`src/rtl/assert_macros.svh`:
```
// Assertion helpers shared by the RTL; they compile away under SYNTHESIS.
`ifndef ASSERT_MACROS_SVH
`define ASSERT_MACROS_SVH
`ifndef SYNTHESIS
`define ICMP4ER_ASSERT(lbl, clk, rstn, prop) \
    lbl: assert property (@(posedge clk) disable iff (!rstn) (prop)) \
        else $error("assertion failed");
`define ICMP4ER_ASSERT_NEXT(lbl, clk, rstn, pre, post) \
    lbl: assert property (@(posedge clk) disable iff (!rstn) (pre) |=> (post)) \
        else $error("assertion failed");
`else
`define ICMP4ER_ASSERT(lbl, clk, rstn, prop)
`define ICMP4ER_ASSERT_NEXT(lbl, clk, rstn, pre, post)
`endif
`endif

```
`src/rtl/icmp4er_pkg.sv`:
```
package icmp4er_pkg;

    localparam int MAX_PACKET_DEF = 65535;

    localparam logic [7:0] PROTO_ICMP      = 8'd1;
    localparam logic [7:0] TYPE_ECHO_REPLY = 8'd0;
    localparam logic [7:0] TYPE_UNREACH    = 8'd3;
    localparam logic [7:0] TYPE_ECHO       = 8'd8;

    localparam logic [1:0] VERDICT_DROP    = 2'd0;
    localparam logic [1:0] VERDICT_REPLY   = 2'd1;
    localparam logic [1:0] VERDICT_UNREACH = 2'd2;
    localparam logic [1:0] VERDICT_OTHER   = 2'd3;

    localparam int ICMP_HDR = 8;
    localparam int IP_HDR   = 20;
    localparam int ERR_MIN  = 2 * ICMP_HDR + IP_HDR;

    // outer IP header byte offsets
    localparam int OFF_PROTO = 9;
    localparam int OFF_SRC   = 12;

    // offsets relative to the start of the ICMP header
    localparam int OFF_KIND     = 0;
    localparam int OFF_IDENT    = 4;
    localparam int OFF_SEQ      = 6;
    localparam int OFF_IN_PROTO = ICMP_HDR + 9;
    localparam int OFF_IN_DEST  = ICMP_HDR + 16;
    localparam int OFF_IN_KIND  = ICMP_HDR + IP_HDR;
    localparam int OFF_IN_IDENT = ICMP_HDR + IP_HDR + 4;
    localparam int OFF_IN_SEQ   = ICMP_HDR + IP_HDR + 6;

    typedef struct packed {
        logic [7:0]  outer_proto;
        logic [31:0] source_addr;
        logic [7:0]  icmp_kind;
        logic [15:0] reply_ident;
        logic [15:0] reply_seq;
        logic [7:0]  inner_proto;
        logic [31:0] inner_dest;
        logic [7:0]  inner_kind;
        logic [15:0] inner_ident;
        logic [15:0] inner_seq;
    } t_fields;

    typedef struct packed {
        t_fields f;
        logic    len_icmp_ok;
        logic    len_err_ok;
    } t_pkt;

    typedef struct packed {
        logic valid;
        logic ready;
    } t_out_status;

endpackage

```
`src/rtl/icmp4er_parse.sv`:
```
`include "assert_macros.svh"

module icmp4er_parse #(
    parameter int MAX_PACKET = icmp4er_pkg::MAX_PACKET_DEF
) (
    input  logic                     i_clk,
    input  logic                     i_rst_n,
    input  logic                     i_valid,
    output logic                     o_ready,
    input  logic [7:0]               i_byte,
    input  logic                     i_last,
    input  icmp4er_pkg::t_out_status i_out,
    output logic                     o_fire,
    output icmp4er_pkg::t_pkt        o_pkt
);

    localparam int CW = $clog2(MAX_PACKET + 1);
    localparam logic [CW-1:0] MaxCount = CW'(MAX_PACKET);

    logic                 r_in_valid;
    logic [7:0]           r_in_byte;
    logic                 r_in_last;
    logic [CW-1:0]        r_count;
    logic [5:0]           r_hl;
    icmp4er_pkg::t_fields r_f;

    logic [CW-1:0]        n_count;
    logic [5:0]           n_hl;
    icmp4er_pkg::t_fields n_f;
    logic [CW-1:0]        hl_ext;
    logic [CW-1:0]        rel;
    logic                 take;
    logic                 in_icmp;
    logic                 advance;

    // Hold a last byte while the result slot is occupied and not taken this cycle.
    assign advance = r_in_valid && !(r_in_last && i_out.valid && !i_out.ready);
    assign o_ready = !r_in_valid || advance;
    assign o_fire  = advance && r_in_last;

    always_comb begin
        take    = r_count < MaxCount;
        n_hl    = (r_count == '0) ? {r_in_byte[3:0], 2'b00} : r_hl;
        hl_ext  = CW'(n_hl);
        in_icmp = r_count >= hl_ext;
        rel     = r_count - hl_ext;
        n_count = take ? r_count + CW'(1) : r_count;
        n_f     = r_f;
        if (take) begin
            if (r_count == CW'(icmp4er_pkg::OFF_PROTO)) begin
                n_f.outer_proto = r_in_byte;
            end
            for (int k = 0; k < 4; k++) begin
                if (r_count == CW'(icmp4er_pkg::OFF_SRC + k)) begin
                    n_f.source_addr[8*(3-k) +: 8] = r_in_byte;
                end
                if (in_icmp && rel == CW'(icmp4er_pkg::OFF_IN_DEST + k)) begin
                    n_f.inner_dest[8*(3-k) +: 8] = r_in_byte;
                end
            end
            if (in_icmp) begin
                for (int k = 0; k < 2; k++) begin
                    if (rel == CW'(icmp4er_pkg::OFF_IDENT + k)) begin
                        n_f.reply_ident[8*(1-k) +: 8] = r_in_byte;
                    end
                    if (rel == CW'(icmp4er_pkg::OFF_SEQ + k)) begin
                        n_f.reply_seq[8*(1-k) +: 8] = r_in_byte;
                    end
                    if (rel == CW'(icmp4er_pkg::OFF_IN_IDENT + k)) begin
                        n_f.inner_ident[8*(1-k) +: 8] = r_in_byte;
                    end
                    if (rel == CW'(icmp4er_pkg::OFF_IN_SEQ + k)) begin
                        n_f.inner_seq[8*(1-k) +: 8] = r_in_byte;
                    end
                end
                if (rel == CW'(icmp4er_pkg::OFF_KIND)) begin
                    n_f.icmp_kind = r_in_byte;
                end
                if (rel == CW'(icmp4er_pkg::OFF_IN_PROTO)) begin
                    n_f.inner_proto = r_in_byte;
                end
                if (rel == CW'(icmp4er_pkg::OFF_IN_KIND)) begin
                    n_f.inner_kind = r_in_byte;
                end
            end
        end
        o_pkt.f           = n_f;
        o_pkt.len_icmp_ok = n_count >= hl_ext + CW'(icmp4er_pkg::ICMP_HDR);
        o_pkt.len_err_ok  = n_count >= CW'(icmp4er_pkg::ERR_MIN);
    end

    always_ff @(posedge i_clk) begin
        if (!i_rst_n) begin
            r_in_valid <= 1'b0;
            r_count    <= '0;
            r_hl       <= '0;
            r_f        <= '0;
        end else begin
            if (i_valid && o_ready) begin
                r_in_valid <= 1'b1;
            end else if (advance) begin
                r_in_valid <= 1'b0;
            end
            if (advance) begin
                if (r_in_last) begin
                    r_count <= '0;
                    r_hl    <= '0;
                    r_f     <= '0;
                end else begin
                    r_count <= n_count;
                    r_hl    <= n_hl;
                    r_f     <= n_f;
                end
            end
        end
    end

    always_ff @(posedge i_clk) begin
        if (i_valid && o_ready) begin
            r_in_byte <= i_byte;
            r_in_last <= i_last;
        end
    end

    `ICMP4ER_ASSERT(a_count_bound, i_clk, i_rst_n, r_count <= MaxCount)
    `ICMP4ER_ASSERT_NEXT(a_clear_after_last, i_clk, i_rst_n, o_fire, r_count == '0 && r_hl == '0)
    `ICMP4ER_ASSERT(a_stall_only_last, i_clk, i_rst_n, o_ready || (r_in_valid && r_in_last))

endmodule

```
`src/rtl/icmp4er_decide.sv`:
```
`include "assert_macros.svh"

module icmp4er_decide (
    input  logic                     i_clk,
    input  logic                     i_rst_n,
    input  logic                     i_cfg_we,
    input  logic [15:0]              i_cfg_wdata,
    input  logic                     i_fire,
    input  icmp4er_pkg::t_pkt        i_pkt,
    output icmp4er_pkg::t_out_status o_status,
    output logic                     o_valid,
    input  logic                     i_ready,
    output logic [1:0]               o_verdict,
    output logic [31:0]              o_target_addr,
    output logic [15:0]              o_echo_seq
);

    logic [15:0] r_echo_ident;
    logic        r_valid;
    logic [1:0]  r_verdict;
    logic [31:0] r_addr;
    logic [15:0] r_seq;

    logic [1:0]  n_verdict;
    logic [31:0] n_addr;
    logic [15:0] n_seq;

    always_comb begin
        n_verdict = icmp4er_pkg::VERDICT_DROP;
        n_addr    = '0;
        n_seq     = '0;
        if (i_pkt.f.outer_proto == icmp4er_pkg::PROTO_ICMP && i_pkt.len_icmp_ok) begin
            if (i_pkt.f.icmp_kind == icmp4er_pkg::TYPE_ECHO_REPLY) begin
                if (i_pkt.f.reply_ident == r_echo_ident) begin
                    n_verdict = icmp4er_pkg::VERDICT_REPLY;
                    n_addr    = i_pkt.f.source_addr;
                    n_seq     = i_pkt.f.reply_seq;
                end
            end else if (i_pkt.len_err_ok
                         && i_pkt.f.inner_proto == icmp4er_pkg::PROTO_ICMP
                         && i_pkt.f.inner_kind == icmp4er_pkg::TYPE_ECHO
                         && i_pkt.f.inner_ident == r_echo_ident) begin
                n_verdict = (i_pkt.f.icmp_kind == icmp4er_pkg::TYPE_UNREACH)
                            ? icmp4er_pkg::VERDICT_UNREACH : icmp4er_pkg::VERDICT_OTHER;
                n_addr    = i_pkt.f.inner_dest;
                n_seq     = i_pkt.f.inner_seq;
            end
        end
    end

    always_ff @(posedge i_clk) begin
        if (!i_rst_n) begin
            r_echo_ident <= '0;
            r_valid      <= 1'b0;
        end else begin
            if (i_cfg_we) begin
                r_echo_ident <= i_cfg_wdata;
            end
            if (i_fire) begin
                r_valid <= 1'b1;
            end else if (i_ready) begin
                r_valid <= 1'b0;
            end
        end
    end

    always_ff @(posedge i_clk) begin
        if (i_fire) begin
            r_verdict <= n_verdict;
            r_addr    <= n_addr;
            r_seq     <= n_seq;
        end
    end

    assign o_status.valid = r_valid;
    assign o_status.ready = i_ready;
    assign o_valid        = r_valid;
    assign o_verdict      = r_verdict;
    assign o_target_addr  = r_addr;
    assign o_echo_seq     = r_seq;

    `ICMP4ER_ASSERT(a_no_overwrite, i_clk, i_rst_n, !(i_fire && r_valid && !i_ready))
    `ICMP4ER_ASSERT(a_drop_is_zero, i_clk, i_rst_n, !(r_valid && r_verdict == icmp4er_pkg::VERDICT_DROP) || (r_addr == '0 && r_seq == '0))

endmodule

```
`src/rtl/icmp4_echo_reply_classifier.sv`:
```
// Channel   | Direction | Payload
// ----------+-----------+-------------------------------------------------
// s_axis    | in        | tdata[7:0] packet byte, tlast final byte
// m_axis    | out       | tdata[31:0] target_addr, [47:32] echo_seq;
//           |           | tuser[1:0] verdict
// cfg       | in        | wdata[15:0] echo identifier, taken when we is high
//
// One byte per cycle sustained; a byte passes an input register, then the field
// capture and verdict logic, and a verdict lands in the result register as the
// last byte leaves the input register. Synchronous active-low reset clears all
// packet state and the identifier. A last byte waits in the input register while
// the result register holds a verdict that is not taken in that same cycle;
// other bytes never stall.
module icmp4_echo_reply_classifier #(
    parameter int MAX_PACKET = icmp4er_pkg::MAX_PACKET_DEF
) (
    input  logic        i_clk,
    input  logic        i_rst_n,
    // slave side: one request is one packet byte
    input  logic        i_s_axis_tvalid,
    output logic        o_s_axis_tready,
    input  logic [7:0]  i_s_axis_tdata,   // data_byte
    input  logic        i_s_axis_tlast,   // last_byte
    // master side: one request is one verdict per packet
    output logic        o_m_axis_tvalid,
    input  logic        i_m_axis_tready,
    output logic [47:0] o_m_axis_tdata,   // target_addr[31:0], echo_seq[47:32]
    output logic [1:0]  o_m_axis_tuser,   // verdict[1:0]
    // configuration: identifier carried by our echo requests
    input  logic        i_cfg_we,
    input  logic [15:0] i_cfg_wdata
);

    logic                     fire;
    icmp4er_pkg::t_pkt        pkt;
    icmp4er_pkg::t_out_status out_status;
    logic [31:0]              target_addr;
    logic [15:0]              echo_seq;

    // Capture header fields byte by byte; flag the packet end.
    icmp4er_parse #(
        .MAX_PACKET (MAX_PACKET)
    ) u_parse (
        .i_clk   (i_clk),
        .i_rst_n (i_rst_n),
        .i_valid (i_s_axis_tvalid),
        .o_ready (o_s_axis_tready),
        .i_byte  (i_s_axis_tdata),
        .i_last  (i_s_axis_tlast),
        .i_out   (out_status),
        .o_fire  (fire),
        .o_pkt   (pkt)
    );

    // Classify on the last byte and hold the verdict until taken.
    icmp4er_decide u_decide (
        .i_clk         (i_clk),
        .i_rst_n       (i_rst_n),
        .i_cfg_we      (i_cfg_we),
        .i_cfg_wdata   (i_cfg_wdata),
        .i_fire        (fire),
        .i_pkt         (pkt),
        .o_status      (out_status),
        .o_valid       (o_m_axis_tvalid),
        .i_ready       (i_m_axis_tready),
        .o_verdict     (o_m_axis_tuser),
        .o_target_addr (target_addr),
        .o_echo_seq    (echo_seq)
    );

    assign o_m_axis_tdata = {echo_seq, target_addr};

endmodule

```
`config.mk`:
```
export PLATFORM = sky130hd
export DESIGN_NAME = icmp4_echo_reply_classifier
export DESIGN_NICKNAME = d
export VERILOG_FILES = /design/src/rtl/icmp4er_pkg.sv /design/src/rtl/icmp4er_parse.sv /design/src/rtl/icmp4er_decide.sv /design/src/rtl/icmp4_echo_reply_classifier.sv
export VERILOG_INCLUDE_DIRS = /design/src /design/src/rtl
export SDC_FILE = /design/constraint.sdc
export NUM_CORES = 1
export LEC_CHECK = 0
export BUFFER_PORTS_ARGS = -buffer_cell sky130_fd_sc_hd__buf_2
export CAP_MARGIN = 5
export CORE_UTILIZATION = 45
export CTS_BUF_LIST = sky130_fd_sc_hd__clkbuf_8
export DETAILED_ROUTE_END_ITERATION = 8
export GPL_ROUTABILITY_DRIVEN = 0
export SYNTH_ARGS = -nofsm -noshare
export SYNTH_HDL_FRONTEND = slang
export SYNTH_HIERARCHICAL = 1
export SYNTH_SLANG_ARGS = --single-unit
```
`constraint.sdc`:
```
create_clock -name i_clk -period 13.49 [get_ports i_clk]
set_clock_uncertainty 0.05 [all_clocks]
set_input_delay 2.698 -clock i_clk [delete_from_list [all_inputs] [get_ports i_clk]]
set_output_delay 2.698 -clock i_clk [all_outputs]
set_load 0.1 [all_outputs]
```
# After elaboration in Yosys (flattened, before gate mapping)
# Index checks and enable logic that the tools add are counted.
# W data, S select, Z words.
# classes
n_addsub,3
order_cmp,4
eq_ne,25
mux,42
reduce_logical,22
# op_table
operator,n
$mux W160,2
$mux W8,20
$eq A16 B5 Y1 const B,6
$mux W32,3
$eq A16 B4 Y1 const B,5
$mux W16,5
$eq A16 B3 Y1 const B,4
$eq A16 B6 Y1 const B,4
$mux W48,1
$mux W40,1
$eq A16 B16 Y1,2
$logic_not A16 Y1,2
$add A16 B1 Y16 const B,1
$eq A8 B1 Y1 const B,2
$ge A16 B16 Y1,1
$ge A16 B6 Y1,1
$ge A16 B6 Y1 const B,1
$lt A16 B16 Y1 const B,1
$sub A16 B6 Y16,1
$logic_and A1 B1 Y1,13
$mux W6,2
$eq A8 B2 Y1 const B,1
$eq A8 B4 Y1 const B,1
$logic_not A8 Y1,1
other kinds (6),15
# totals
regBits,259
in_bits,30
output_inout_bits,52
word_cells,116

# Logic depth before layout (Yosys ltp)
# logic_depth
ltp_word,13
mapped_depth,26
mapped_depth_nobuf,20

# Modules after synthesis
# The synthesis kept the hierarchy.
# by_module_without_submodules
module,instances,cells_per_inst,area_per_inst_um2,seq_area_each_um2
icmp4er_parse,1,1138,10646.5,3933.8
icmp4er_decide,1,400,4065.1,1841.8

# Least setup slack after synthesis
# OpenSTA, ideal clock, no wires.
# synth_path
path_type,input to output
start,in i_m_axis_tready
end,out o_s_axis_tready
arrival_time_ns,3.815
required_ns,10.742
slack_ns,6.927
path_stages,2
path_buffers,1
cell_sequence,buf_4 nand4b_1
# synth_via
elab_chain_len,5
# synth_lines
item,line_no,text
from (decl),icmp4_echo_reply_classifier.sv:26,"input logic i_m_axis_tready,"
$logic_not A1 Y1,icmp4er_parse.sv:37,assign advance = r_in_valid && !(r_in_last && i_out.valid && !i_out.ready);
$logic_and A1 B1 Y1,icmp4er_parse.sv:37,
$logic_not A1 Y1,icmp4er_parse.sv:37,
$logic_and A1 B1 Y1,icmp4er_parse.sv:37,
$logic_or A1 B1 Y1,icmp4er_parse.sv:38,assign o_ready = !r_in_valid || advance;
to (decl),icmp4_echo_reply_classifier.sv:21,"output logic o_s_axis_tready,"
# Every way passes these cells.

==> results by group <==
Outcome
  – Outcome: completed

STA
  – Fmax: around 0.13 GHz
  – Final worst slack: between 5000 and 6000 ps
  – Final hold slack: 423 ps
  – Setup TNS: 0 ps
  – Clock period minus worst slack: 7740 ps
  – # setup viols final: 0
  – Final hold violations: 0
  – Period utilization: between 50% and 60%
  – RSZ-0062 raised after global routing: no
  – Rel. slew slack: about a quarter
  – Worst slew pin tran: 1110 ps
  – Final Max Tran Viols: 0

Global routing
  – Largest net degree at the start of global routing: 94
  – Vias in the first global route: roughly 12,000
  – Total gr overflow: 0
  – Initial antenna violation count: 1
  – First-pass GRT wire length: 70.2 mm
  – GRT Resource Usage Total: 26.5%

Yosys
  – Top cell type's share of synthesized area: 27.2%
  – Sequential area share after synthesis: 39.3%
  – Async S/R FF share, synth: 0%
  – Syn Area/Cell: 9.57 µm²
  – Unique masters post-synth: 76
  – Synthesis warning total: 6
  – Mux contribution to synthesized area: 13.2%
  – Synth Cell Area: 0.0147 mm²
  – Synth Area in Adders: 1.48%
  – Synth top area cells: dfxtp_1 (27%), edfxtp_1 (12%), mux2_2 (12%)
  – XOR/XNOR share of the synthesized area: 2.74%
  – Synth Net Count: 1,584
  – Compound-Gate Fraction of Synth Area: 19.4%
  – EDFF count, synth: 59
  – Fraction of the mapped netlist area in simple logic gates: around 18%
  – Cell with the most instances after synthesis: dfxtp_1
  – Dominant synthesized flop cell: dfxtp_1
  – Synth area leader: dfxtp_1
  – Commonest cells in the netlist: dfxtp_1 (200), mux2_2 (155), clkbuf_1 (113), nand2_1 (90), nor2_1 (81)
  – Main combinational cell family by area after synthesis: compound AO/OA/AOI/OAI gates
  – Synthesized netlist cell count: 1,538
  – Number of synthesized register bits: approximately 260

CTS
  – Num CTS Buffers: 46
  – Clk buf depth: 3
  – Clock transition at path regs: 60 ps
  – Clk_lat worst skew: 570 ps
  – Post-CTS Hold Buffers: 0
  – CTS tree: yes
  – Root buffer cell: clkbuf_8
  – Cts repair resizes: 0
  – Setup Buffers After CTS: 0
  – CTS H-tree depth: 2
  – Clock sinks: 259

Critical path
  – Critical-path cell list: inv_1, ha_1, nor4b_2, and4_1, mux2i_1, ha_1, nor2b_1, nor4b_2, a21oi_1, o32ai_1, o2111ai_1, a2111o_1, nand4b_4, nor4_4, mux2_2, nor4b_2, nand4_1, or4_2, a211oi_1
  – CP Max Fanout: 50
  – Crit path max-delay family: simple AND/OR/NAND/NOR gates
  – Worst path bufs/invs: 1
  – Startpoint type of the worst setup path: flip-flop
  – Crit. End Element: flip-flop
  – Worst path slowest cell: or4_2
  – Critical path data required time: 13,820 ps
  – Max incr delay on CP: 1180 ps
  – WS Path Type: reg -> reg
  – WP data arrival: 8070 ps
  – Most used cell along the critical path: nor4b_2

Power and ir drop
  – Internal: 1.22 mW
  – Leak Pwr: 6.09 nW
  – Pwr per Cell Area: 103 mW/mm²
  – Sequential share of power: 48.3%
  – Sw Pwr: roughly 450 µW
  – Sw Share: a little over a quarter
  – Clk network pwr share: 43.4%
  – Comb pwr share: around 8.3%
  – Power Total: 1.67 mW
  – VDD IR-drop max: roughly 0.070 mV

Drt
  – DRC Markers: 0
  – Met3 WL: 2.78 mm
  – Highest routed layer: met4
  – WL final: 44.3 mm
  – Vias after detailed routing: approximately 13,000
  – DRT iter0 DRCs: between 1,000 and 1,500
  – WL/cell: roughly 22 µm
  – Vias/cell: 6.21
  – Detailed Routing Iterations Pass 1: 6
  – Antenna-violating nets left: 0
  – Met1 WL: 19.7 mm
  – WL met2: 20.5 mm

Placement
  – DP Worst Slack: 5870 ps
  – Port-buffer cells: 81
  – DP Wirelength: 26.1 mm

Floorplanning
  – CORE AREA: 0.0319 mm²
  – Die width: approximately 180 µm
  – # IOs: slightly above 80
  – Die height: 183 µm
  – Initial core utilization: between 40% and 50%
  – Row count: 65
  – Die area: roughly 0.033 mm²

Run
  – MaxCap Viol Count: 0

Hold path
  – Worst min path class: reg -> reg

Layout
  – Synthesis-to-finish area growth: 9.96%
  – Layout cells sized above 1: between 20% and 30%
  – Antenna diodes: 0
  – Nets: 1,588
-- placed cells by master, fill, tap and decap left out, types with 5 or more instances in the layout --
cell / n
a21oi_1: 25
nand3_1: 49
a211oi_1: 7
a31oi_1: 37
and4_1: 5
o21ai_1: 9
nor2b_1: 25
nand2b_1: 6
edfxtp_1: 59
a22oi_1: 48
xor2_1: 26
buf_4: 25
a21boi_0: 8
clkbuf_8: 55
nand2_1: 89
o32ai_1: 49
nor3_1: 22
nor4_4: 14
inv_1: 83
and3_1: 16
a22o_1: 63
mux2_2: 155
xnor2_1: 20
a21boi_1: 40
o21ai_2: 7
mux2i_1: 19
buf_2: 81
nor4_1: 14
a22o_2: 25
nand4_1: 58
dfxtp_1: 200
ha_1: 15
o21ai_0: 28
or3_1: 41
nor2_1: 80
-- per-layer routing --
layer / track usage, % / up-vias
met5: 0 / -
li1: - / 5786
met4: 8.63 / 0
met3: 3.22 / 91
met2: 43.5 / 495
met1: 36.4 / 6137
-- flip-flops by register name (all words and copies together), names as in the netlist --
| signal | count |
|---|---|
| u_parse/r_in_valid | 1 |
| u_decide/o_target_addr | 32 |
| u_parse/r_count | 16 |
| u_decide/r_echo_ident | 16 |
| u_decide/o_valid | 1 |
| u_decide/o_echo_seq | 16 |
| u_parse/r_hl | 6 |
| u_parse/r_in_last | 1 |
| u_decide/o_verdict | 2 |
| u_parse/r_f | 160 |
| u_parse/r_in_byte | 8 |
-- final timing paths --
check	start	end	slack (ps)	depth (start not counted)
setup / recovery	u_parse/r_count[0]	u_decide/o_verdict[1]	5750	19
hold / removal	u_parse/r_f[80]	u_parse/r_f[80]	420	1
setup reg to reg	u_parse/r_count[0]	u_decide/o_verdict[1]	5750	19
hold reg to reg	u_parse/r_f[80]	u_parse/r_f[80]	420	1
-- power by group through the flow --
stage          registers (mW)  clock network [mW]  logic [mW]
2_1_floorplan           0.826                   0      0.0844
3_3_place_gp            0.821                   0       0.135
3_5_place_dp            0.821                   0       0.137
4_1_cts                 0.805               0.739       0.137
5_1_grt                 0.805               0.774       0.148
6_report                0.805               0.723       0.139
-- final cells by class --
type                    count  area [µm²]
inverters                  63         236
fillers                  3048       15700
well taps                 435         544
repair buffers            106         593
clock inverters            30         153
clock buffers              55         757
multi-input cells        1066        8120
flip-flops and latches    259        5780
-- cell families (layout without fill, tap and decap cells) --
kind of cell	after synthesis	count (layout)
adder cells (fa/ha/maj)	17	17
AND/OR/NAND/NOR	455	455
XOR/XNOR	46	46
buffers and inverters	213	254
multiplexers	175	175
AO/OA/AOI/OAI	373	373
flip-flops	259	259
-- per-stage QoR --
| stage | instance area [µm²] | std cells | utilization [%] |
|---|---|---|---|
| final | 16200 | 2014 | 50.7 |
| after global routing | 16200 | 2014 | 50.7 |
| after CTS | 16200 | 2014 | 50.7 |
| after detailed placement | 15300 | 1929 | 47.9 |
| after global placement | 15300 | 1929 | 47.9 |
| after floorplan | 14700 | 1538 | - |
Power figures use the tool's default switching activity.
